$ cat src/alrc_pkg.sv
// Package: pattern tables, codes and helper functions for the AT response line classifier.
package alrc_pkg;

    localparam int NPAT    = 18;
    localparam int PAT_MAX = 12;

    localparam logic [7:0] CHAR_LF = 8'h0A;

    localparam logic [7:0] POS_SAT = 8'd255;

    // Pattern text, right-justified: char i of a pattern of length L sits at byte L-1-i.
    // 0-5 exact finals, 6-7 final prefixes, 8-17 URC prefixes.
    localparam logic [8*PAT_MAX-1:0] PAT_TEXT [NPAT] = '{
        "OK", "ERROR", "NO CARRIER", "NO DIALTONE", "BUSY", "NO ANSWER",
        "+CME ERROR", "+CMS ERROR",
        "RING", "+CLIP:", "VOICE CALL:", {"MISSED", "_CALL:"}, "NO CARRIER",
        "+CMTI:", "+CEREG:", "+CREG:", "+CPIN:", "+SIMCARD:"
    };

    localparam logic [3:0] PAT_LEN [NPAT] = '{
        4'd2, 4'd5, 4'd10, 4'd11, 4'd4, 4'd9,
        4'd10, 4'd10,
        4'd4, 4'd6, 4'd11, 4'd12, 4'd10,
        4'd6, 4'd7, 4'd6, 4'd6, 4'd9
    };

    localparam int N_EXACT = 6;
    localparam int N_FINAL = 8;

    // Final result codes
    localparam logic [3:0] FC_NONE       = 4'd0;
    localparam logic [3:0] FC_NO_CARRIER = 4'd3;
    localparam logic [3:0] FC_BUSY       = 4'd5;
    localparam logic [3:0] FC_NO_ANSWER  = 4'd6;

    // URC codes
    localparam logic [3:0] UC_NONE = 4'd0;
    localparam logic [3:0] UC_LAST = 4'd10;

    typedef struct packed {
        logic       is_final;
        logic [3:0] final_code;
        logic       is_urc;
        logic [3:0] urc_code;
        logic       route_to_handler;
    } class_t;

    // The ten whitespace bytes: 0x09-0x0D, 0x1C-0x1F, 0x20
    function automatic logic ws_byte(input logic [7:0] b);
        return (b == 8'h20) || (b >= 8'h09 && b <= 8'h0D) || (b >= 8'h1C && b <= 8'h1F);
    endfunction

    // Mask of patterns that still agree with byte b at offset pos
    function automatic logic [NPAT-1:0] pat_keep(input logic [7:0] pos, input logic [7:0] b);
        logic [NPAT-1:0] keep;
        logic [3:0]      idx;
        keep = '1;
        for (int p = 0; p < NPAT; p++)
        begin
            idx = PAT_LEN[p] - 4'd1 - pos[3:0];
            if (pos < {4'd0, PAT_LEN[p]} && PAT_TEXT[p][{idx, 3'b000} +: 8] != b)
            begin
                keep[p] = 1'b0;
            end
        end
        return keep;
    endfunction

endpackage

$ cat src/alrc_classify.sv
// Line classifier: final code, URC code and routing from the state at the last content byte.
module alrc_classify
    import alrc_pkg::*;
(
    input  logic [NPAT-1:0] alive,
    input  logic [7:0]      last_pos,
    output class_t          cls
);

    logic [3:0] fc;
    logic [3:0] uc;

    always_comb
    begin
        fc = FC_NONE;
        uc = UC_NONE;
        for (int p = 0; p < N_FINAL; p++)
        begin
            if (fc == FC_NONE && alive[p])
            begin
                if ((p < N_EXACT) ? (last_pos == {4'd0, PAT_LEN[p]})
                                  : (last_pos >= {4'd0, PAT_LEN[p]}))
                begin
                    fc = 4'(p + 1);
                end
            end
        end
        for (int p = N_FINAL; p < NPAT; p++)
        begin
            if (uc == UC_NONE && alive[p] && last_pos >= {4'd0, PAT_LEN[p]})
            begin
                uc = 4'(p - N_FINAL + 1);
            end
        end
    end

    always_comb
    begin
        cls.is_final         = (fc != FC_NONE);
        cls.final_code       = fc;
        cls.is_urc           = (uc != UC_NONE);
        cls.urc_code         = uc;
        cls.route_to_handler = (uc != UC_NONE) || (fc == FC_NO_CARRIER) ||
                               (fc == FC_BUSY) || (fc == FC_NO_ANSWER);
    end

endmodule

$ cat src/at_response_line_classifier_core.sv
// Top level: AT response line classifier, one received byte per request.
// A newline request, once accepted, passes the input register and then the result
// register before out_valid rises. Throughput: one byte per cycle; the
// input stalls only while a newline closing a line waits behind a stalled result.
// Reset (rst_n, async, active low) clears the line state, empties both
// registers and deasserts out_valid; pattern tracking starts all alive.
module at_response_line_classifier_core
    import alrc_pkg::*;
#(
    parameter int MAX_LINE = 256
)
(
    input  logic       clk,
    input  logic       rst_n,

    input  logic       in_valid,
    output logic       in_stall,
    input  logic [7:0] rx_byte,

    output logic       out_valid,
    input  logic       out_stall,
    output logic       is_final,
    output logic [3:0] final_code,
    output logic       is_urc,
    output logic [3:0] urc_code,
    output logic       route_to_handler,
    output logic [7:0] line_length,
    output logic       had_non_ascii
);

    localparam int LEN_W = $clog2(MAX_LINE);

    // Input register
    logic       s1_valid_reg, s1_valid_next;
    logic [7:0] s1_byte_reg;

    // Line state
    logic             started_reg,   started_next;
    logic [7:0]       pos_reg,       pos_next;
    logic [7:0]       last_pos_reg,  last_pos_next;
    logic [NPAT-1:0]  alive_reg,     alive_next;
    logic [NPAT-1:0]  alive_last_reg, alive_last_next;
    logic [LEN_W-1:0] dec_reg,       dec_next;
    logic [LEN_W-1:0] dec_last_reg,  dec_last_next;
    logic             stopped_reg,   stopped_next;
    logic             non_ascii_reg, non_ascii_next;

    // Result register
    logic       out_valid_reg, out_valid_next;
    class_t     cls_reg;
    logic [7:0] len_reg;
    logic       had_reg;

    logic             is_lf;
    logic             is_ws;
    logic             emit;
    logic             out_free;
    logic             fire;
    logic             in_accept;
    logic [LEN_W:0]   dec_sum;
    logic [LEN_W+7:0] dec_ext;
    logic [7:0]       len_clamped;
    class_t           cls;

    assign in_accept = in_valid && !in_stall;
    assign out_free  = !out_valid_reg || !out_stall;
    assign is_lf     = (s1_byte_reg == CHAR_LF);
    assign is_ws     = ws_byte(s1_byte_reg);
    // Only a newline closing a non-empty line produces a result
    assign emit      = is_lf && started_reg;
    assign fire      = s1_valid_reg && (!emit || out_free);
    assign in_stall  = s1_valid_reg && !fire;

    // Candidate decoded length; a high-bit byte counts three
    assign dec_sum = {1'b0, dec_reg} + (s1_byte_reg[7] ? (LEN_W+1)'(3) : (LEN_W+1)'(1));

    // Length clamps to 255 for wide MAX_LINE
    assign dec_ext     = (LEN_W+8)'(dec_last_reg);
    assign len_clamped = (dec_ext > (LEN_W+8)'(255)) ? 8'hFF : dec_ext[7:0];

    alrc_classify u_classify (
        .alive    (alive_last_reg),
        .last_pos (last_pos_reg),
        .cls      (cls)
    );

    assign s1_valid_next  = in_accept ? 1'b1 : (fire ? 1'b0 : s1_valid_reg);
    assign out_valid_next = (fire && emit) ? 1'b1 : (out_stall ? out_valid_reg : 1'b0);

    always_comb
    begin
        started_next    = started_reg;
        pos_next        = pos_reg;
        last_pos_next   = last_pos_reg;
        alive_next      = alive_reg;
        alive_last_next = alive_last_reg;
        dec_next        = dec_reg;
        dec_last_next   = dec_last_reg;
        stopped_next    = stopped_reg;
        non_ascii_next  = non_ascii_reg;
        if (fire)
        begin
            if (is_lf)
            begin
                // End of line: clear for the next one
                started_next    = 1'b0;
                pos_next        = '0;
                last_pos_next   = '0;
                alive_next      = '1;
                alive_last_next = '1;
                dec_next        = '0;
                dec_last_next   = '0;
                stopped_next    = 1'b0;
                non_ascii_next  = 1'b0;
            end
            else if (started_reg || !is_ws)
            begin
                started_next = 1'b1;
                alive_next   = alive_reg & pat_keep(pos_reg, s1_byte_reg);
                pos_next     = (pos_reg < POS_SAT) ? pos_reg + 8'd1 : pos_reg;
                if (!stopped_reg)
                begin
                    if (dec_sum >= (LEN_W+1)'(MAX_LINE))
                    begin
                        stopped_next = 1'b1;
                    end
                    else
                    begin
                        dec_next = dec_sum[LEN_W-1:0];
                    end
                end
                if (s1_byte_reg[7])
                begin
                    non_ascii_next = 1'b1;
                end
                // Snapshot at each content byte, so trailing whitespace drops out
                if (!is_ws)
                begin
                    last_pos_next   = pos_next;
                    alive_last_next = alive_next;
                    dec_last_next   = dec_next;
                end
            end
        end
    end

    always_ff @(posedge clk or negedge rst_n)
    begin
        if (!rst_n)
        begin
            s1_valid_reg   <= 1'b0;
            out_valid_reg  <= 1'b0;
            started_reg    <= 1'b0;
            pos_reg        <= '0;
            last_pos_reg   <= '0;
            alive_reg      <= '1;
            alive_last_reg <= '1;
            dec_reg        <= '0;
            dec_last_reg   <= '0;
            stopped_reg    <= 1'b0;
            non_ascii_reg  <= 1'b0;
        end
        else
        begin
            s1_valid_reg   <= s1_valid_next;
            out_valid_reg  <= out_valid_next;
            started_reg    <= started_next;
            pos_reg        <= pos_next;
            last_pos_reg   <= last_pos_next;
            alive_reg      <= alive_next;
            alive_last_reg <= alive_last_next;
            dec_reg        <= dec_next;
            dec_last_reg   <= dec_last_next;
            stopped_reg    <= stopped_next;
            non_ascii_reg  <= non_ascii_next;
        end
    end

    // Payload registers, no reset needed
    always_ff @(posedge clk)
    begin
        if (in_accept)
        begin
            s1_byte_reg <= rx_byte;
        end
        if (fire && emit)
        begin
            cls_reg <= cls;
            len_reg <= len_clamped;
            had_reg <= non_ascii_reg;
        end
    end

    assign out_valid        = out_valid_reg;
    assign is_final         = cls_reg.is_final;
    assign final_code       = cls_reg.final_code;
    assign is_urc           = cls_reg.is_urc;
    assign urc_code         = cls_reg.urc_code;
    assign route_to_handler = cls_reg.route_to_handler;
    assign line_length      = len_reg;
    assign had_non_ascii    = had_reg;

`ifndef SYNTHESIS
    // A reported line always has content, so a nonzero length
    a_len_nonzero: assert property (@(posedge clk) disable iff (!rst_n)
        out_valid_reg |-> (len_reg != 8'd0))
        else $error("result with zero line length");

    // A newline that is consumed leaves the line state cleared
    a_lf_clears: assert property (@(posedge clk) disable iff (!rst_n)
        (fire && is_lf) |=> (!started_reg && dec_reg == '0 && alive_reg == '1))
        else $error("line state not cleared after newline");

    // URC code stays within the prefix list
    a_urc_range: assert property (@(posedge clk) disable iff (!rst_n)
        (out_valid_reg && cls_reg.is_urc) |->
            (cls_reg.urc_code != UC_NONE && cls_reg.urc_code <= UC_LAST))
        else $error("URC code out of range");
`endif

endmodule
$ cat config.mk
export PLATFORM = sky130hd
export DESIGN_NAME = at_response_line_classifier_core
export DESIGN_NICKNAME = d
export VERILOG_FILES = /design/src/alrc_pkg.sv /design/src/alrc_classify.sv /design/src/at_response_line_classifier_core.sv
export SDC_FILE = /design/constraint.sdc
export NUM_CORES = 1
export LEC_CHECK = 0
export BUFFER_PORTS_ARGS = -buffer_cell sky130_fd_sc_hd__buf_4
export CORE_AREA = 4 4 141 156
export DETAILED_ROUTE_END_ITERATION = 10
export DIE_AREA = 0 0 145 160
export PLACE_DENSITY_LB_ADDON = 0.25
export SYNTH_ARGS = -nofsm -noshare
export SYNTH_HDL_FRONTEND = slang
export SYNTH_SLANG_ARGS = --single-unit
$ cat constraint.sdc
create_clock -name clk -period 3.83 [get_ports clk]
set_input_delay 0.5745 -clock clk [delete_from_list [all_inputs] [get_ports clk]]
set_output_delay 0.5745 -clock clk [all_outputs]
set_load 0.005 [all_outputs]
# Word-level counts from Yosys, hierarchy flattened
# Index checks and enable logic that the tools add are counted.
# totals
reg_bits	101
latch_bits	0
ram_bits	0
rom_bits	0
in_bits	12
output_inout_bits	22
wordCells	315
mem_count	0
# op_classes
add_sub_neg	11
n_mul	0
div_mod_pow	0
magnitude_cmp	23
eq_ne	30
shifts	17
muxes	126
bitwise_logic	1
n_reduce_logical	88
# op_table
cell	n
indexed part select 96 x 8 -> 8 bit (first input constant)	17
inequality test 8 bit	17
two-way mux 8 bit	13
two-way mux 18 bit	5
two-way mux 1 bit	84
two-way mux 4 bit	17
logical NOT 4 bit	16
logical AND 1 bit	50
greater-or-equal comparator 8 x 4 -> 1 bit (second input constant)	5
== test 8 x 4 -> 1 bit (second input constant)	4
< comparator 8 x 3 -> 1 bit (second input constant)	4
< comparator 8 x 4 -> 1 bit (second input constant)	4
greater-or-equal comparator 8 x 3 -> 1 bit (second input constant)	3
bitwise AND 18 bit	1
== test 8 x 3 -> 1 bit (second input constant)	2
subtractor 4 bit (first input constant)	4
two-way mux 3 bit	4
subtractor 3 x 4 -> 4 bit (first input constant)	3
adder 8 x 2 -> 9 bit	1
greater-or-equal comparator 9 bit (second input constant)	1
adder 8 x 1 -> 8 bit (second input constant)	1
== test 4 x 3 -> 1 bit (second input constant)	2
== test 8 x 2 -> 1 bit (second input constant)	1
== test 8 x 6 -> 1 bit (second input constant)	1
18 further kinds	36

# Logic depth before layout (Yosys ltp)
# logic_depth
depth_word	43
mapped_depth	13
ltp_nobuf	11

# Hierarchy
# From an unflattened synthesis, not the netlist that was laid out.
# unflattened
hier_cells	989
area_unflattened_um2	8354.3
# modules_own_cells
module	instances	cells_each	area_each_um2	seq_area_each_um2
at_response_line_classifier_core	1	876	7666.1	2712.6
alrc_classify	1	113	688.2	0.0

# Worst setup path before layout
# Ideal clock, no wire load.
# synth_path
path_kind	flip-flop to flip-flop
from	register pos_reg[1]
to	register alive_last_reg[10]
setup_ns	0.077
arrival_ns	3.099
required_ns	3.753
setup_slack_ns	0.654
path_stages_with_launch	12
path_buffers	1
synth_period_minus_slack_ns	3.176
path_cell_list	dfrtp_1 > ha_1 > buf_2 > inv_1 > ha_1 > or3b_2 > a211o_1 > nand2_1 > xnor2_1 > nand4_1 > or4_1 > a31oi_1
# synth_via
elab_chain_len	12
elab_cells_between_ends	13
cone_classes	1 x add/sub; 1 x order compare; 1 x eq/ne; 1 x shift; 7 x mux; 1 x bitwise; 1 x reduce/logical
# synth_rtl
element	line	rtl
start: declaration	at_response_line_classifier_core.sv:39	logic [7:0] pos_reg, pos_next;
start signal: assignment	at_response_line_classifier_core.sv:168	pos_reg <= pos_next;
subtractor 4 bit	alrc_pkg.sv:60	idx = PAT_LEN[p] - 4'd1 - pos[3:0];
indexed part select 96 x 8 -> 8 bit	alrc_pkg.sv:61	if (pos < {4'd0, PAT_LEN[p]} && PAT_TEXT[p][{idx, 3'b000} +: 8] != b)
inequality test 8 bit	alrc_pkg.sv:61	
logical AND 1 bit (*)	alrc_pkg.sv:61	
two-way mux 1 bit (*)	alrc_pkg.sv:61	
two-way mux 1 bit (*)	at_response_line_classifier_core.sv:116	else if (started_reg || !is_ws)
two-way mux 1 bit (*)	at_response_line_classifier_core.sv:103	if (is_lf)
two-way mux 1 bit (*)	at_response_line_classifier_core.sv:101	if (fire)
bitwise AND 18 bit (*)	at_response_line_classifier_core.sv:119	alive_next = alive_reg & pat_keep(pos_reg, s1_byte_reg);
two-way mux 18 bit (*)	at_response_line_classifier_core.sv:137	if (!is_ws)
two-way mux 18 bit (*)	at_response_line_classifier_core.sv:116	
two-way mux 18 bit (*)	at_response_line_classifier_core.sv:103	
end signal: assignment	at_response_line_classifier_core.sv:171	alive_last_reg <= alive_last_next;
end: declaration	at_response_line_classifier_core.sv:42	logic [NPAT-1:0] alive_last_reg, alive_last_next;
# Every way passes the cells marked *; elsewhere a longest branch is shown, timed or not. The select of a mux whose other input is x is not followed.
# A chain may end at the register's enable or synchronous reset.

# Worst setup path in the final report
# layout_path
from	register pos_reg[1]
to	register alive_last_reg[6]
# The elaborated chain is that of the path after synthesis.

==> out/metrics.cfg <==
[critical_path]
path_cells = inv_1, ha_1, xnor2_1, mux2i_1, xor2_1, nand4b_1, o311ai_1, a21oi_1, a21oi_1
crit_path_end_kind = register
slowest_delay_ns = 0.77
r2r_start = pos_reg[1]
worstPathMaxFanout = 12
critPathKind = reg2reg
rrSetupSlack_ns = 0.45
critPathLaunchType = register
critPathRequiredTime_ns = 4.11
reg2reg_depth = 9
cpMaxStageDelayCell = xnor2_1
crit_family = XOR/XNOR gates
r2r-end = alive_last_reg[6]
cp_num_buf_inv = 1
cp.depth = 9
crit_path_frequent_cell = a21oi_1
cp_data_arrival_time_ns = 3.65

[finish]
fillerInstances = 2035
multiInputGateArea_um2 = 4901
finalNonFillerCells = 1222
diodes = 0
num-nets-final = 1004
mostFrequentLayoutCells = nand2_1 (100), nor2_1 (80), o21ai_0 (68), buf_4 (67), a21oi_1 (63)
drive_above_1_share_pct = 15.32
register_area_um2 = 2713
area_growth_syn_to_layout_pct = 9.969
utilization_pct = 43.29
final_common_cell = nand2_1

[power_and_ir_drop]
comb_power_share_pct = 61.8
sw_frac_of_total_pct = 48.51
p_leak_nw = 3.499
power.density_nw_per_um2 = 741.5
p_switching_w = 0.003182
p_seq_share_pct = 23.7
ir_drop_mv = 0.3532
p_int_w = 0.003378
clock_power_share_pct = 14.5

[sta]
slew_headroom_pct = 37.32
clock.fmax_mhz = 296.0
fin_skew_ns = 0.01689
setup_viol = 0
fin_crit_sh_pct = 88.19
hold_slack_ns = 0.3395
tightest_slew_ns = 0.9402
rsz0062_at_grt = no
slew_violations = 0
fin_ws_ns = 0.4521
hold_violations = 0
period_minus_slack_ns = 3.378
tns_ns = 0

[route]
drtIter0Drc = 703
vias = 7290
drt_wl_total_um = 23610
drc = 0
dr.pass1.iters = 5
vias_per_cell = 5.966
wl_per_cell_um = 19.32
ant_nets = 0

[clocking]
cts_num_sinks = 101
cts-resized-gates = 0
cts_buffer_depth = 2
cts_root_buf = clkbuf_16
h-tree-depth = 3
clkTransAtPathRegs_ns = 0.09
cts_tree = built
insertion_delay_ns = 0.37
ctsHoldBuffers = 0
cts_buffers = 9
cts_setup_buffers = 0

[floorplanning]
die_x_um = 145
coreArea_um2 = 20440
rows = 55
dieArea_um2 = 23200
ios = 34
die_y_um = 160
start_util_pct = 39.36

[yosys]
ys.flop_type = dfrtp_1
syn_area_per_cell_um2 = 8.451
syn-num-nets = 995
synthCells = 952
ys_seq_area_share_pct = 33.72
ys_ff_latch = 101
synth_edf_count = 28
synth_warnings = 0
syn_area_um2 = 8045
ys_async_sr_fraction_pct = 72.28
ys_types = 88

[run]
max-cap-violations = 0

[grt]
grt_overflow = 0
grt_pass1_wl_um = 37580
track_usage_pct = 19.87
first_global_vias = 6696
grt_antenna_before_repair = 0
grt_max_degree = 74

[placed_design]
gp_congestion = 0.9413
dp_hpwl_um = 17110
dp.cells = 1206
numPortBuffers = 33
pre_cts_slack_ns = 0.5592

[min_path]
hold_path_class = in2async

[run_status]
status = finished clean

[power by group through the flow]
stage	logic (W)	clock network [W]	registers (W)
final	0.00405	0.000949	0.00156
after global routing	0.00441	0.00102	0.00159
after CTS	0.00399	0.000972	0.00155
after detailed placement	0.00397	0	0.00157
after global placement	0.00395	0	0.00157
after floorplan	0.00314	0	0.00147
[how the worst max path moves through the flow]
stage,start,to
5_1_grt,pos_reg[1],alive_last_reg[6]
3_5_place_dp,pos_reg[1],alive_last_reg[6]
6_report,pos_reg[1],alive_last_reg[6]
4_1_cts,pos_reg[1],alive_last_reg[10]
2_1_floorplan,pos_reg[1],alive_last_reg[10]
3_3_place_gp,pos_reg[1],alive_last_reg[6]
[worst register-to-register path: stages (launching register included)]
cell	delay [ns]
dfrtp_1	0.50
inv_1	0.23
ha_1	0.47
xnor2_1	0.77
mux2i_1	0.30
xor2_1	0.17
nand4b_1	0.19
o311ai_1	0.38
a21oi_1	0.11
a21oi_1	0.17
[per-stage QoR]
step | instance area [um2] | total power, W
finish | 8847 | 0.006561
global route | 8847 | 0.007013
CTS | 8847 | 0.006511
detailed placement | 8538 | 0.005539
global placement | 8538 | 0.005518
floorplan | 8045 | 0.004615
[cell usage after synthesis, types with 11 or more instances]
cell	count	area (um2)
mux2i_1	25	250.2
clkbuf_1	30	112.6
nor3_1	19	95.09
a31oi_1	24	150.1
nor2_1	80	300.3
xor2_1	26	227.7
nand2b_1	15	93.84
o21ai_0	68	340.3
ha_1	30	375.4
nor2b_1	18	112.6
dfstp_2	36	945.9
a21oi_1	63	315.3
o22ai_1	11	68.82
dfrtp_1	37	925.9
buf_2	27	135.1
nand4_1	13	81.33
inv_1	25	93.84
nand3_1	28	140.1
xnor2_1	42	367.9
nor4_1	11	68.82
nand2_1	100	375.4
edfxtp_1	28	840.8
o31ai_1	25	187.7
[area by class of cell]
type                    count  share of cell area [%]
repair buffers             67                   5.685
multi-input cells         755                   55.40
clock inverters             7                  0.9475
inverters                  27                   1.146
clock buffers               9                   2.546
flip-flops and latches    101                   30.66
well taps                 256                   3.620
[logic make-up after synthesis]
group                    after synthesis  share of synthesized area (%)
multiplexers                          29                          3.670
buffers and inverters                 96                          5.365
AO/OA/AOI/OAI                        281                          22.94
XOR/XNOR                              69                          7.605
AND/OR/NAND/NOR                      344                          21.65
flip-flops                           101                          33.72
adder cells (fa/ha/maj)               32                          5.054
[per-layer routing]
layer / share of wire, % / global-route usage (%)
met5: 0 / 0
met4: 3.0 / 7.603
met3: 5.4 / 2.185
met2: 46 / 31.64
met1: 45 / 27.91
Note: power is estimated with default switching activity, not from simulation.
